[src/design/mtp_pkg.sv]
// Types and constants of the match timer with prescaler
package mtp_pkg;

    localparam int unsigned NUM_CHAN   = 4;
    localparam int unsigned CNT_W      = 32;
    localparam int unsigned CTRL_W     = 3;
    localparam int unsigned MCTRL_W    = NUM_CHAN * CTRL_W;
    localparam int unsigned APB_DATA_W = 32;
    localparam int unsigned APB_ADDR_W = 5;

    // Bit positions within one channel's control field
    localparam int unsigned CTRL_INT_BIT   = 0;
    localparam int unsigned CTRL_RESET_BIT = 1;
    localparam int unsigned CTRL_STOP_BIT  = 2;

    // Item kinds
    typedef enum logic [1:0] {
        KIND_TICK  = 2'd0,
        KIND_CTRL  = 2'd1,
        KIND_CLEAR = 2'd2,
        KIND_READ  = 2'd3
    } kind_t;

    // Register indexes (byte address is four times the index)
    typedef enum logic [2:0] {
        REG_PRESCALE = 3'd0,
        REG_MATCH0   = 3'd1,
        REG_MATCH1   = 3'd2,
        REG_MATCH2   = 3'd3,
        REG_MATCH3   = 3'd4,
        REG_MCTRL    = 3'd5
    } reg_idx_t;

    typedef struct packed {
        logic [1:0] kind;
        logic [1:0] channel;
        logic       enable_bit;
        logic       reset_bit;
    } item_t;

    typedef struct packed {
        logic [CNT_W-1:0]                prescale_limit;
        logic [NUM_CHAN-1:0][CNT_W-1:0]  match_value;
        logic [MCTRL_W-1:0]              match_control;
    } cfg_t;

endpackage

[src/design/mtp_in_if.sv]
// Input channel of the match timer: one word per item
interface mtp_in_if;
    logic       valid;
    logic       ready;
    logic [1:0] kind;
    logic [1:0] channel;
    logic       enable_bit;
    logic       reset_bit;

    modport source (output valid, kind, channel, enable_bit, reset_bit, input ready);
    modport sink   (input valid, kind, channel, enable_bit, reset_bit, output ready);
endinterface

[src/design/mtp_out_if.sv]
// Result channel of the match timer: one word per item
interface mtp_out_if;
    logic        valid;
    logic        ready;
    logic        flag_value;
    logic [3:0]  flags;
    logic        interrupt_line;
    logic [31:0] count_now;

    modport source (output valid, flag_value, flags, interrupt_line, count_now, input ready);
    modport sink   (input valid, flag_value, flags, interrupt_line, count_now, output ready);
endinterface

[src/design/match_timer_with_prescaler.sv]
// Match timer with prescaler: top level
//
// Use: each input word is a tick, a control write (enable, hold in reset),
// a flag clear (write one to clear) or a flag read, chosen by kind. Every
// word gives exactly one result word: the read flag, all four interrupt
// flags, the interrupt line and the timer count after the word.
// Configuration (prescale limit, four match values, match control) sits
// on the APB port at byte addresses 0x00 to 0x14; pready is always high.
// Path: an accepted word is held in the input register; when the core takes it,
// the result word is registered. Throughput: one word per cycle while the
// result channel is not stalled; the timer state is read and written once per
// word by the update in the core.
// Reset: rst_n clears the configuration, both counts, the flags, and the
// enable and hold bits; both channels come up empty.
// Stall: while the receiver holds ready low, the result word holds and one
// further word is taken into the input register; after that the input
// channel's ready stays low until the result word is taken.
module match_timer_with_prescaler
    import mtp_pkg::*;
(
    input  logic                  clk,
    input  logic                  rst_n,
    mtp_in_if.sink                in_ch,
    mtp_out_if.source             out_ch,
    input  logic                  psel,
    input  logic                  penable,
    input  logic                  pwrite,
    input  logic [APB_ADDR_W-1:0] paddr,
    input  logic [APB_DATA_W-1:0] pwdata,
    output logic [APB_DATA_W-1:0] prdata,
    output logic                  pready
);

    cfg_t  cfg;
    item_t item;
    logic  item_vld;
    logic  take;

    mtp_apb_regs u_regs (
        .clk     (clk),
        .rst_n   (rst_n),
        .psel    (psel),
        .penable (penable),
        .pwrite  (pwrite),
        .paddr   (paddr),
        .pwdata  (pwdata),
        .prdata  (prdata),
        .pready  (pready),
        .cfg     (cfg)
    );

    mtp_in_stage u_in (
        .clk      (clk),
        .rst_n    (rst_n),
        .in_ch    (in_ch),
        .take     (take),
        .item_vld (item_vld),
        .item     (item)
    );

    mtp_core u_core (
        .clk      (clk),
        .rst_n    (rst_n),
        .item_vld (item_vld),
        .item     (item),
        .cfg      (cfg),
        .take     (take),
        .out_ch   (out_ch)
    );

endmodule

[src/design/mtp_apb_regs.sv]
// APB configuration registers of the match timer
module mtp_apb_regs
    import mtp_pkg::*;
(
    input  logic                  clk,
    input  logic                  rst_n,
    input  logic                  psel,
    input  logic                  penable,
    input  logic                  pwrite,
    input  logic [APB_ADDR_W-1:0] paddr,
    input  logic [APB_DATA_W-1:0] pwdata,
    output logic [APB_DATA_W-1:0] prdata,
    output logic                  pready,
    output cfg_t                  cfg
);

    cfg_t     cfg_reg;
    logic     wr_en;
    reg_idx_t idx;

    assign pready = 1'b1;
    assign wr_en  = psel && penable && pwrite;
    assign idx    = reg_idx_t'(paddr[APB_ADDR_W-1:2]);
    assign cfg    = cfg_reg;

    // Write the addressed register, drop writes beyond the list
    always_ff @(posedge clk or negedge rst_n)
    begin
        if (!rst_n)
        begin
            cfg_reg <= '0;
        end
        else if (wr_en)
        begin
            unique case (idx)
                REG_PRESCALE: cfg_reg.prescale_limit <= pwdata;
                REG_MATCH0:   cfg_reg.match_value[0] <= pwdata;
                REG_MATCH1:   cfg_reg.match_value[1] <= pwdata;
                REG_MATCH2:   cfg_reg.match_value[2] <= pwdata;
                REG_MATCH3:   cfg_reg.match_value[3] <= pwdata;
                REG_MCTRL:    cfg_reg.match_control <= pwdata[MCTRL_W-1:0];
                default:      ;
            endcase
        end
    end

    // Read back the addressed register
    always_comb
    begin
        unique case (idx)
            REG_PRESCALE: prdata = cfg_reg.prescale_limit;
            REG_MATCH0:   prdata = cfg_reg.match_value[0];
            REG_MATCH1:   prdata = cfg_reg.match_value[1];
            REG_MATCH2:   prdata = cfg_reg.match_value[2];
            REG_MATCH3:   prdata = cfg_reg.match_value[3];
            REG_MCTRL:    prdata = {{(APB_DATA_W-MCTRL_W){1'b0}}, cfg_reg.match_control};
            default:      prdata = '0;
        endcase
    end

endmodule

[src/design/mtp_in_stage.sv]
// Input register of the match timer
module mtp_in_stage
    import mtp_pkg::*;
(
    input  logic      clk,
    input  logic      rst_n,
    mtp_in_if.sink    in_ch,
    input  logic      take,
    output logic      item_vld,
    output item_t     item
);

    logic  vld_reg;
    item_t item_reg;

    // Accept a word whenever the held one is empty or moves on this cycle
    assign in_ch.ready = !vld_reg || take;
    assign item_vld    = vld_reg;
    assign item        = item_reg;

    always_ff @(posedge clk or negedge rst_n)
    begin
        if (!rst_n)
        begin
            vld_reg <= 1'b0;
        end
        else if (in_ch.ready)
        begin
            vld_reg <= in_ch.valid;
        end
    end

    // Capture the payload
    always_ff @(posedge clk or negedge rst_n)
    begin
        if (!rst_n)
        begin
            item_reg <= '0;
        end
        else if (in_ch.valid && in_ch.ready)
        begin
            item_reg.kind       <= in_ch.kind;
            item_reg.channel    <= in_ch.channel;
            item_reg.enable_bit <= in_ch.enable_bit;
            item_reg.reset_bit  <= in_ch.reset_bit;
        end
    end

endmodule

[src/design/mtp_core.sv]
// Timer state, match logic and result register of the match timer
module mtp_core
    import mtp_pkg::*;
(
    input  logic      clk,
    input  logic      rst_n,
    input  logic      item_vld,
    input  item_t     item,
    input  cfg_t      cfg,
    output logic      take,
    mtp_out_if.source out_ch
);

    logic [CNT_W-1:0]    timer_count_reg, timer_count_next;
    logic [CNT_W-1:0]    prescale_count_reg, prescale_count_next;
    logic [NUM_CHAN-1:0] flags_reg, flags_next;
    logic                running_reg, running_next;
    logic                held_reg, held_next;

    logic                out_vld_reg;
    logic                flag_value_reg, flag_value_next;
    logic [NUM_CHAN-1:0] out_flags_reg;
    logic [CNT_W-1:0]    count_now_reg;

    logic [NUM_CHAN-1:0] hit;
    logic [NUM_CHAN-1:0] ctl_int, ctl_rst, ctl_stop;
    logic                do_reset, do_stop;
    kind_t               kind;

    assign kind = kind_t'(item.kind);
    assign take = item_vld && (!out_vld_reg || out_ch.ready);

    // Compare the count with every channel and split the control fields
    always_comb
    begin
        for (int i = 0; i < NUM_CHAN; i++)
        begin
            hit[i]      = (cfg.match_value[i] == timer_count_reg);
            ctl_int[i]  = cfg.match_control[CTRL_W*i + CTRL_INT_BIT];
            ctl_rst[i]  = cfg.match_control[CTRL_W*i + CTRL_RESET_BIT];
            ctl_stop[i] = cfg.match_control[CTRL_W*i + CTRL_STOP_BIT];
        end
    end

    assign do_reset = |(hit & ctl_rst);
    assign do_stop  = |(hit & ctl_stop);

    // Work out the state after the held word
    always_comb
    begin
        timer_count_next    = timer_count_reg;
        prescale_count_next = prescale_count_reg;
        flags_next          = flags_reg;
        running_next        = running_reg;
        held_next           = held_reg;
        flag_value_next     = 1'b0;
        unique case (kind)
            KIND_TICK:
            begin
                if (held_reg)
                begin
                    timer_count_next    = '0;
                    prescale_count_next = '0;
                end
                else if (running_reg)
                begin
                    if (prescale_count_reg < cfg.prescale_limit)
                    begin
                        prescale_count_next = prescale_count_reg + 1'b1;
                    end
                    else
                    begin
                        prescale_count_next = '0;
                        flags_next          = flags_reg | (hit & ctl_int);
                        if (do_reset)
                        begin
                            timer_count_next = '0;
                        end
                        else if (!do_stop)
                        begin
                            timer_count_next = timer_count_reg + 1'b1;
                        end
                        if (do_stop)
                        begin
                            running_next = 1'b0;
                        end
                    end
                end
            end
            KIND_CTRL:
            begin
                running_next = item.enable_bit;
                held_next    = item.reset_bit;
                if (item.reset_bit)
                begin
                    timer_count_next    = '0;
                    prescale_count_next = '0;
                end
            end
            KIND_CLEAR:
            begin
                flags_next[item.channel] = 1'b0;
            end
            KIND_READ:
            begin
                flag_value_next = flags_reg[item.channel];
            end
        endcase
    end

    // Advance the timer state as each word passes
    always_ff @(posedge clk or negedge rst_n)
    begin
        if (!rst_n)
        begin
            timer_count_reg    <= '0;
            prescale_count_reg <= '0;
            flags_reg          <= '0;
            running_reg        <= 1'b0;
            held_reg           <= 1'b0;
        end
        else if (take)
        begin
            timer_count_reg    <= timer_count_next;
            prescale_count_reg <= prescale_count_next;
            flags_reg          <= flags_next;
            running_reg        <= running_next;
            held_reg           <= held_next;
        end
    end

    // Hold the result word until the receiver takes it
    always_ff @(posedge clk or negedge rst_n)
    begin
        if (!rst_n)
        begin
            out_vld_reg <= 1'b0;
        end
        else if (take)
        begin
            out_vld_reg <= 1'b1;
        end
        else if (out_ch.ready)
        begin
            out_vld_reg <= 1'b0;
        end
    end

    always_ff @(posedge clk)
    begin
        if (take)
        begin
            flag_value_reg <= flag_value_next;
            out_flags_reg  <= flags_next;
            count_now_reg  <= timer_count_next;
        end
    end

    assign out_ch.valid          = out_vld_reg;
    assign out_ch.flag_value     = flag_value_reg;
    assign out_ch.flags          = out_flags_reg;
    assign out_ch.interrupt_line = |out_flags_reg;
    assign out_ch.count_now      = count_now_reg;

endmodule

[src/flat_wrapper.sv]
// flat-port wrapper written by rule: the top's interface ports become plain ports
module match_timer_with_prescaler_flat import mtp_pkg::*;
  (clk, rst_n, psel, penable, pwrite, paddr, pwdata, prdata, pready, in_ch_valid, in_ch_kind, in_ch_channel, in_ch_enable_bit, in_ch_reset_bit, in_ch_ready, out_ch_valid, out_ch_flag_value, out_ch_flags, out_ch_interrupt_line, out_ch_count_now, out_ch_ready);
  mtp_in_if in_ch_i ();
  mtp_out_if out_ch_i ();
  input  logic clk;
  input  logic rst_n;
  input  logic psel;
  input  logic penable;
  input  logic pwrite;
  input  logic [APB_ADDR_W-1:0] paddr;
  input  logic [APB_DATA_W-1:0] pwdata;
  output logic [APB_DATA_W-1:0] prdata;
  output logic pready;
  input wire logic [$bits(in_ch_i.valid)-1:0] in_ch_valid;
  input wire logic [$bits(in_ch_i.kind)-1:0] in_ch_kind;
  input wire logic [$bits(in_ch_i.channel)-1:0] in_ch_channel;
  input wire logic [$bits(in_ch_i.enable_bit)-1:0] in_ch_enable_bit;
  input wire logic [$bits(in_ch_i.reset_bit)-1:0] in_ch_reset_bit;
  output wire logic [$bits(in_ch_i.ready)-1:0] in_ch_ready;
  output wire logic [$bits(out_ch_i.valid)-1:0] out_ch_valid;
  output wire logic [$bits(out_ch_i.flag_value)-1:0] out_ch_flag_value;
  output wire logic [$bits(out_ch_i.flags)-1:0] out_ch_flags;
  output wire logic [$bits(out_ch_i.interrupt_line)-1:0] out_ch_interrupt_line;
  output wire logic [$bits(out_ch_i.count_now)-1:0] out_ch_count_now;
  input wire logic [$bits(out_ch_i.ready)-1:0] out_ch_ready;
  assign in_ch_i.valid = in_ch_valid;
  assign in_ch_i.kind = in_ch_kind;
  assign in_ch_i.channel = in_ch_channel;
  assign in_ch_i.enable_bit = in_ch_enable_bit;
  assign in_ch_i.reset_bit = in_ch_reset_bit;
  assign in_ch_ready = in_ch_i.ready;
  assign out_ch_valid = out_ch_i.valid;
  assign out_ch_flag_value = out_ch_i.flag_value;
  assign out_ch_flags = out_ch_i.flags;
  assign out_ch_interrupt_line = out_ch_i.interrupt_line;
  assign out_ch_count_now = out_ch_i.count_now;
  assign out_ch_i.ready = out_ch_ready;
  match_timer_with_prescaler u_core (.clk(clk), .rst_n(rst_n), .in_ch(in_ch_i), .out_ch(out_ch_i), .psel(psel), .penable(penable), .pwrite(pwrite), .paddr(paddr), .pwdata(pwdata), .prdata(prdata), .pready(pready));
endmodule
[config.mk]
export PLATFORM = sky130hd
export DESIGN_NAME = match_timer_with_prescaler_flat
export DESIGN_NICKNAME = d
export VERILOG_FILES = /design/src/design/mtp_pkg.sv /design/src/design/mtp_in_if.sv /design/src/design/mtp_out_if.sv /design/src/design/match_timer_with_prescaler.sv /design/src/design/mtp_apb_regs.sv /design/src/design/mtp_in_stage.sv /design/src/design/mtp_core.sv /design/src/flat_wrapper.sv
export SDC_FILE = /design/constraint.sdc
export NUM_CORES = 1
export LEC_CHECK = 0
export BUFFER_PORTS_ARGS = -buffer_cell sky130_fd_sc_hd__buf_2
export CAP_MARGIN = 25
export CORE_ASPECT_RATIO = 0.75
export CORE_MARGIN = 5
export CORE_UTILIZATION = 55
export CTS_CLUSTER_DIAMETER = 100
export DETAILED_ROUTE_END_ITERATION = 12
export GPL_ROUTABILITY_DRIVEN = 1
export GPL_TIMING_DRIVEN = 0
export PLACE_DENSITY = 0.85
export SETUP_SLACK_MARGIN = 0.1
export SYNTH_ARGS = -nofsm -noshare
export SYNTH_HDL_FRONTEND = slang
export SYNTH_HIERARCHICAL = 1
export SYNTH_SLANG_ARGS = --single-unit
[constraint.sdc]
create_clock -name clk -period 3.9 [get_ports clk]
set_clock_uncertainty 0.2 [all_clocks]
set_input_delay 0.195 -clock clk [delete_from_list [all_inputs] [get_ports clk]]
set_output_delay 0.195 -clock clk [all_outputs]
set_load 0.01 [all_outputs]
# Yosys cells after proc, flatten, opt, wreduce, memory -nomap -nowiden
# Cells that the tools add are included.
op_classes:
  n_addsub: 2
  n_lt_le_gt_ge: 3
  n_eq_ne: 15
  n_mux: 28
  bitwise_logic: 6
  n_reduce_logical: 25
op_table:
  columns: ["op", "count"]
  rows:
  - ["$mux W32", 10]
  - ["$pmux W32 S6", 1]
  - ["$eq A32 B32 Y1", 4]
  - ["$pmux W32 S2", 2]
  - ["$add A32 B1 Y32 const B", 2]
  - ["$lt A32 B32 Y1", 1]
  - ["$and A4 B4 Y4", 4]
  - ["$reduce_and A2 Y1", 7]
  - ["$mux W4", 3]
  - ["$reduce_or A4 Y1", 3]
  - ["$mux W1", 8]
  - ["$pmux W4 S2", 1]
  - ["$eq A3 B2 Y1 const B", 2]
  - ["$eq A3 B3 Y1 const B", 2]
  - ["$logic_and A1 B1 Y1", 5]
  - ["$eq A2 B2 Y1 const B", 2]
  - ["$not A4 Y4", 1]
  - ["$or A4 B4 Y4", 1]
  - ["$reduce_and A4 Y1", 1]
  - ["$reduce_bool A2 Y1", 2]
  - ["$eq A3 B1 Y1 const B", 1]
  - ["$logic_not A3 Y1", 1]
  - ["$lt A2 B3 Y1 const B", 1]
  - ["$ne A3 B3 Y1 const B", 1]
  - ["11 further kinds", 13]
word_totals:
  ff_bits: 287
  in_bits: 50
  output_inout_bits: 73

# Logic depth before layout (Yosys ltp)
# Gate-level depths: netlist (run 1).
logic_depth:
  ltp_word: 9
  mapped_depth: 12
  depth_no_buf: 10

# Hierarchy
# Netlist (run 1), hierarchy kept.
by_module_without_submodules:
  columns: ["module", "instances", "cells_each", "area_each_um2", "seq_area_each_um2"]
  rows:
  - ["mtp_apb_regs", 1, 562, 8299.2, 4304.1]
  - ["mtp_core", 1, 955, 8291.7, 2887.8]
  - ["mtp_in_stage", 1, 16, 297.8, 175.2]

# Least setup slack after synthesis (run 1)
# OpenSTA, ideal clock, no wires.
synth_path:
  path_type: "reg2reg"
  start: "reg u_core.u_core.prescale_count_reg[15]"
  end: "reg u_core.u_core.count_now_reg[22], in the netlist u_core/u_core/out_ch.count_now[22], data pin"
  setup_time_ps: 254
  arrival_ps: 2724
  setup_slack_ps: 722
  path_stages_with_launch: 11
  cell_sequence: "dfrtp_1 ha_1 nand4_1 or3_1 a2111oi_2 o41a_4 o21ai_2 buf_6 nor4_4 a21oi_1 o21a_1"
synth_via:
  elab_chain_cells: 5
synth_lines:
  columns: ["item", "line_no", "text"]
  rows:
  - ["start: declaration", "mtp_core.sv:15", "logic [CNT_W-1:0] prescale_count_reg, prescale_count_next;"]
  - ["start signal: assignment", "mtp_core.sv:125", "prescale_count_reg <= prescale_count_next;"]
  - ["$lt A32 B32 Y1", "mtp_core.sv:67", "if (prescale_count_reg < cfg.prescale_limit)"]
  - ["$mux W32", "mtp_core.sv:67", null]
  - ["$mux W32", "mtp_core.sv:65", "else if (running_reg)"]
  - ["$mux W32", "mtp_core.sv:60", "if (held_reg)"]
  - ["$pmux W32 S2", "mtp_core.sv:57", "unique case (kind)"]
  - ["net u_core.u_core.timer_count_next[22]", "mtp_core.sv:14", "logic [CNT_W-1:0] timer_count_reg, timer_count_next;"]
  - ["end signal: assignment", "mtp_core.sv:155", "count_now_reg <= timer_count_next;"]
  - ["end: declaration", "mtp_core.sv:23", "logic [CNT_W-1:0] count_now_reg;"]
# The timed path passes the listed nets, and every way through them passes these cells.
# A chain may end at the register's enable or synchronous reset.

# Worst setup path after layout (run 1)
layout_path:
  start: "reg u_core.u_core.prescale_count_reg[30]"
  end: "reg u_core.u_core.count_now_reg[9], in the netlist u_core/u_core/out_ch.count_now[9], data pin"
# Same word-level chain as after synthesis.

==> run metrics, run 1 <==
RSZ-0062 raised after global routing=no; worst path required time=4.04 ns; Starting DRT DRC Count=1932; post-route insts no fill=2160; Yosys reg bits=287; clk buf depth=3; FP Rows=55; drt total wl=55.8 mm; routed via count=14100; GR Util met3=9.58%; Mapped Area=16900 um2; fmax=268 MHz; met2 usage=44.4%; DIE AREA=34300 um2; die height=162 um; Rel. slew slack=31.8%; EDFF count, synth=37; pin slew with the least headroom to its limit=1.02 ns; outcome=completed; # setup viols final=0; Die X=212 um; Async S/R FF share, synth=87.1%; CTS tree=yes; grt met1 use=48.5%; Tmin final=3.73 ns; Starting Density=55.9%; Worst R2R Start=u_core/u_core/prescale_count_reg[30]; crit-path leading delay family=compound AO/OA/AOI/OAI gates; WL/cell=25.8 um; routability cong.=1.03; post-route ant nets=0; most used cell, CP=a21o_1; Critical Path Source Type=flip-flop; Sink Count=287; first-pass GRT wire length=83.7 mm; CP Capture Type=flip-flop; DRC=0; Synth area leaders=dfrtp_1 (37%), mux2_2 (9.1%), xor2_1 (6.6%); net count after synthesis=1616; PwrDens=508 nW/um2; slowest stage delay, CP=0.57 ns; Largest register FFs=172; total grt overflow=0; fin. max-slew vios=0; initial antenna violation count=0; Critical Path Stages=11; Setup crit start=u_core/u_core/prescale_count_reg[30]; MaxCap Viol Count=0; R2R depth=11; Diodes inserted=0; gr usage total=31.7%; placed cells=2053; CTS clk-pin slew, worst paths=0.07 ns; Area Growth Syn to Fin=16.4%; reg2reg setup slack=0.17 ns; share of the synthesized area in the top cell type=37.0%; CTS buffer count=30; post-route cell area=19700 um2; CP Cell Sequence=ha_1 -> and4_1 -> nand2_1 -> nor4_1 -> o41a_4 -> o21a_1 -> a21o_1 -> buf_2 -> buf_4 -> o21ai_0 -> a21o_1; slowest CP cell=nor4_1; worst-skew pair later-pin latency=0.59 ns; CTS root buf=clkbuf_16; Fin. Hold Viols=0; H-tree levels=1; layout cells sized above 1=28.2%; placed cell areas=18100 um2; post-synth cell types=82; most frequent cells after synthesis=dfrtp_1 (250), mux2_2 (136), xor2_1 (128); drt via density=6.54; Pleak=9.28 nW; sequential area share after synthesis=43.6%; CP Data Arrival Time=3.87 ns; HPWL Detailed=41.1 mm; Hold EP=u_core/u_regs/cfg[156]; Post-Synthesis Cells=1533; worst hold path startpoint=penable; core area=30200 um2; first-pass detailed-route iteration total=5; largest net degree at the start of global routing=118; I/O Pins=123; Yosys top cell by area=dfrtp_1; Tcrit/Tclk final=95.6%; Yosys warning total=6; crit path kind=reg2reg; top-count cell post-synth=dfrtp_1; peak fanout along the critical path=10; Post-Synthesis Mean Instance Area=11.0 um2; Hold/Removal Path Class=in2reg; Worst Path Buf+Inv=2; vias in the first global route=13400; R2R Path End=u_core/u_core/out_ch.count_now[9]; GRT busiest layer=met1; Most used DFF post-synth=dfrtp_1; NumNets Final=1820; # port buffers=117; hold depth=4; VDD IR max=0.467 mV
## cells in the final DEF, fill, tap and decap left out, types with 5 or more instances in the layout
cell and instances:
o221ai_1 5, mux2_4 66, nand4_1 28, clkbuf_16 33, o22a_1 7, nor2b_1 7, o21a_1 17, xor2_1 128
o22ai_1 14, buf_12 8, clkinv_2 7, dlygate4sd3_1 45, a221oi_1 16, buf_6 9, nand3_1 26, a21o_1 14
a31oi_1 47, nor3_1 22, and4_1 5, clkbuf_1 24, o21ai_1 11, mux2_2 136, ha_1 33, a22oi_1 16
inv_1 56, nand2b_1 9, edfxtp_1 37, a32oi_1 10, dfrtp_1 250, buf_2 168, nor2_1 66, mux2i_1 46
nor4_1 38, and2_1 5, a21oi_1 40, o21ai_0 81, buf_4 21, o31ai_1 8, and3_1 20, nand2_1 85
## report_power, final
group | internal [mW] | switching (mW) | total (mW)
combinational | 1.17 | 1.71 | 2.88
sequential | 3.53 | 0.514 | 4.04
clock | 1.78 | 1.29 | 3.07
## stage by stage
step / util [%] / setup TNS, ns / worst slack [ns] / hold slack [ns] / power, mW
2_1_floorplan: - / 0 / 0.722 / -0.301 / 5.67
3_3_place_gp: 59.5 / -518.17 / -2.10 / 0.227 / 6.61
3_5_place_dp: 59.8 / -0.0179 / -0.0179 / -0.107 / 6.74
4_1_cts: 64.9 / 0 / 0.121 / 0.0275 / 9.85
5_1_grt: 65.1 / 0 / 0.110 / 0.0501 / 10.3
6_report: 65.1 / 0 / 0.173 / 0.0334 / 9.99
## final cells by class
class,count,area (um2)
flip-flops and latches,287,7370
clock inverters,18,188
multi-input cells,1079,8630
well taps,399,499
fillers,2329,10600
inverters,57,214
clock buffers,38,865
repair buffers,172,1190
plain buffers,110,708
## worst min-delay path, delay by kind of cell
family                 cells  cell delay [ns]
buffers and inverters      1             0.12
muxes                      1             0.22
and+or+nand+nor            2             0.23
## how the worst max path moves through the flow
stage	to	slack, ns
2_1_floorplan	u_core/u_core/out_ch.count_now[22]	0.72
3_3_place_gp	u_core/u_regs/cfg[10]	-2.10
3_5_place_dp	u_core/u_core/out_ch.count_now[22]	-0.02
4_1_cts	u_core/u_core/out_ch.count_now[9]	0.12
5_1_grt	u_core/u_core/out_ch.count_now[2]	0.11
6_report	u_core/u_core/out_ch.count_now[9]	0.17
## what timing repair did
action,CTS,global route
hold buffers,46,0
pin swaps,1,1
resized for setup,1,8
setup buffers,2,3
endpoints found under the hold margin,333,0
setup endpoints to repair,11,31
## cell families (layout without fill, tap and decap cells)
logic type	after synthesis	after routing	share of synthesized area, %
xor gates and xnor gates	128	128	6.64
DFF	287	287	43.6
buffers and inverters	167	395	5.41
AOI/OAI and AO/OA	313	313	12.3
and+or+nand+nor	351	351	11.5
adders and majority gates	33	33	2.44
muxes	253	253	18.1
other	1	1	0.0222
## metal layers
metal / up-vias / wire length (um)
met5: - / 0
met4: 0 / 1640
met3: 144 / 8450
met2: 1018 / 22700
met1: 6949 / 23000
li1: 6025 / -
(Power assumes the default switching activity.)
==> inputs of run 2 (changes only) <==
--- a/config.mk
+++ b/config.mk
@@ -9,3 +9,3 @@
 export CAP_MARGIN = 25
-export CORE_ASPECT_RATIO = 0.75
+export CORE_ASPECT_RATIO = 0.6
 export CORE_MARGIN = 5
==> constraint.sdc (replaced) <==
create_clock -name clk -period 3.9 [get_ports clk]
set_clock_uncertainty 0.2 [all_clocks]
set_input_delay 0.39 -clock clk [delete_from_list [all_inputs] [get_ports clk]]
set_output_delay 0.39 -clock clk [all_outputs]
set_load 0.01 [all_outputs]
==> run 2 against run 1 <==
Effect of this change: worst setup slack worse by 0.063 ns; critical path depth unchanged; cell area down 0.43%; fmax down 1.7%; sequential share of layout area up 0.16 points; largest power group unchanged; highest routed layer is now met5.
==> run metrics, run 2 (synthesis gave the netlist of run 1 again) <==
Critical Path Source Type=flip-flop; CTS tree=yes; clk buf depth=3 (unchanged); fin. max-slew vios=0 (unchanged); Hold WS=0.0310 ns (-0.00239 ns); CTS clk-pin slew, worst paths=0.07 ns (about the same); Pleak=9.24 nW (-0.51%); NumNets Final=1818 (-0.11%); commonest non-fill, non-tap cell in the layout=dfrtp_1; worst-skew pair later-pin latency=0.57 ns (-0.02 ns); largest net degree at the start of global routing=96 (-19%); I/O Pins=123 (unchanged); HPWL Detailed=43.4 mm (+5.5%); Die X=236 um (+11%); Clock power frac=29.1% (-1.6 points); core area=30100 um2 (-0.36%); total grt overflow=0 (unchanged); Hold/Removal Path Class=in2reg; Rel. slew slack=40.3% (+8.4 points); # port buffers=117 (unchanged); MaxCap Viol Count=0 (unchanged); post-route insts no fill=2161 (+0.046%); FP Rows=49 (-11%); first-pass detailed-route iteration total=6 (+1); post-route ant nets=0 (unchanged); layout cells sized above 1=28.2% (-0.067 points); DRC=0 (unchanged); CP Data Arrival Time=3.96 ns (+0.09 ns); crit path kind=reg2reg; die height=146 um (-9.9%); Sink Count=287 (unchanged); Fin. Hold Viols=0 (unchanged); CTS root buf=clkbuf_16; Net Sw Frac=35.1% (about the same); pin slew with the least headroom to its limit=0.896 ns (-0.127 ns); VDD IR max=0.342 mV (-27%); Tmin final=3.79 ns (+0.0627 ns); initial antenna violation count=1 (+1); WL/cell=26.7 um (+3.6%); first-pass GRT wire length=86.1 mm (+2.8%); fmax=264 MHz (-1.7%); routability cong.=1.04 (+1.0%); routed via count=14200 (+0.21%); PwrDens=504 nW/um2 (-0.84%); Internal=6.40 mW (-1.2%); Flop pwr share=41.2% (+0.7 points); P_sw=3.47 mW (-1.3%); H-tree levels=1 (unchanged); Area Growth Syn to Fin=15.9%; placed cells=2063 (+0.49%); # setup viols final=0 (unchanged); outcome=completed; gr usage total=32.4% (+0.62 points); peak fanout along the critical path=10 (unchanged); CP Capture Type=flip-flop; drt total wl=57.8 mm (+3.6%); drt via density=6.56 (+0.17%); power share of the combinational group=29.7% (+0.9 points); Largest register FFs=172 (unchanged); Tcrit/Tclk final=97.2% (+1.6 points); vias in the first global route=13600 (+1.7%); CTS buffer count=27 (-10%); RSZ-0062 raised after global routing=yes; DIE AREA=34400 um2 (+0.23%); commonest non-fill, non-tap cells in the layout=dfrtp_1 (250), buf_2 (166), mux2_2 (136), xor2_1 (127), nand2_1 (85); worst path required time=4.07 ns (+0.03 ns); Starting DRT DRC Count=2145 (+11%); Starting Density=56.1% (+0.20 points)
[run 2: final cells by class]
class                           count  area [um2]
Inverter                           57         214
Clock buffer                       36         762
Fill cell                        2266       10500
Multi-Input combinational cell   1079        8660
Clock inverter                      9         173
Buffer                            110         713
Tap cell                          408         510
Antenna cell                        2        5.00
Sequential cell                   287        7370
Timing Repair Buffer              173        1170
[run 2: metrics by stage]
stage | total power [mW] | area (um2) | setup WS [ns] | util (%) | setup TNS (ns)
floorplan | 5.67 | 16900 | 0.722 | - | 0
global placement | 6.67 | 18000 | -2.33 | 59.7 | -574.93
detailed placement | 6.79 | 18100 | -0.0462 | 60.1 | -0.115
CTS | 9.69 | 19500 | 0.107 | 64.7 | 0
global route | 10.2 | 19600 | 0.0308 | 65.0 | 0
finish | 9.86 | 19600 | 0.110 | 65.0 | 0
[run 2: final timing paths]
path                                                       from                                    to  slack (ns)  depth (start not counted)
max                            u_core/u_core/timer_count_reg[0]    u_core/u_core/out_ch.count_now[31]        0.11                         11
min reg2reg                u_core/u_core/prescale_count_reg[31]  u_core/u_core/prescale_count_reg[31]        0.30                          1
max reg2reg                    u_core/u_core/timer_count_reg[0]    u_core/u_core/out_ch.count_now[31]        0.11                         11
min in group asynchronous                                 rst_n     u_core/u_core/timer_count_reg[29]        0.14                          2
min                                                   pwdata[9]                u_core/u_regs/cfg[149]        0.03                          2
max in group asynchronous                                 rst_n                 u_core/u_regs/cfg[52]        2.01                          4
[run 2: repair_timing]
item / CTS / global route
hold buffers: 40 / 0
endpoints found under the setup margin: 14 / 68
endpoints found under the hold margin: 236 / 0
gates resized for setup: 3 / 11
pin swaps: 1 / 3
setup buffers: 4 / 6
[run 2: critical path: stages, from the launching register on]
cell	delay, ns
dfrtp_1	0.39
buf_2	0.21
xor2_1	0.26
nor4_1	0.36
nand4_1	0.32
nor2_1	0.38
a2111o_1	0.32
nand2b_1	0.13
buf_2	0.26
buf_2	0.33
o21ai_0	0.13
a31oi_1	0.29
[run 2: metal layers]
layer	up-vias	global-route usage, %	wire length, um
met1	6995	49.7	24500
li1	5987	-	-
met4	2	7.27	1510
met2	1063	42.3	22200
met5	-	0	77
met3	119	13.4	9550
[run 2: power groups by stage]
stage	registers, mW	clock network (mW)	logic, mW
final	4.06	2.87	2.93
after floorplan	3.91	0	1.76
after CTS	4.03	2.90	2.76
after global routing	4.10	3.03	3.08
after detailed placement	4.08	0	2.71
after global placement	4.05	0	2.62
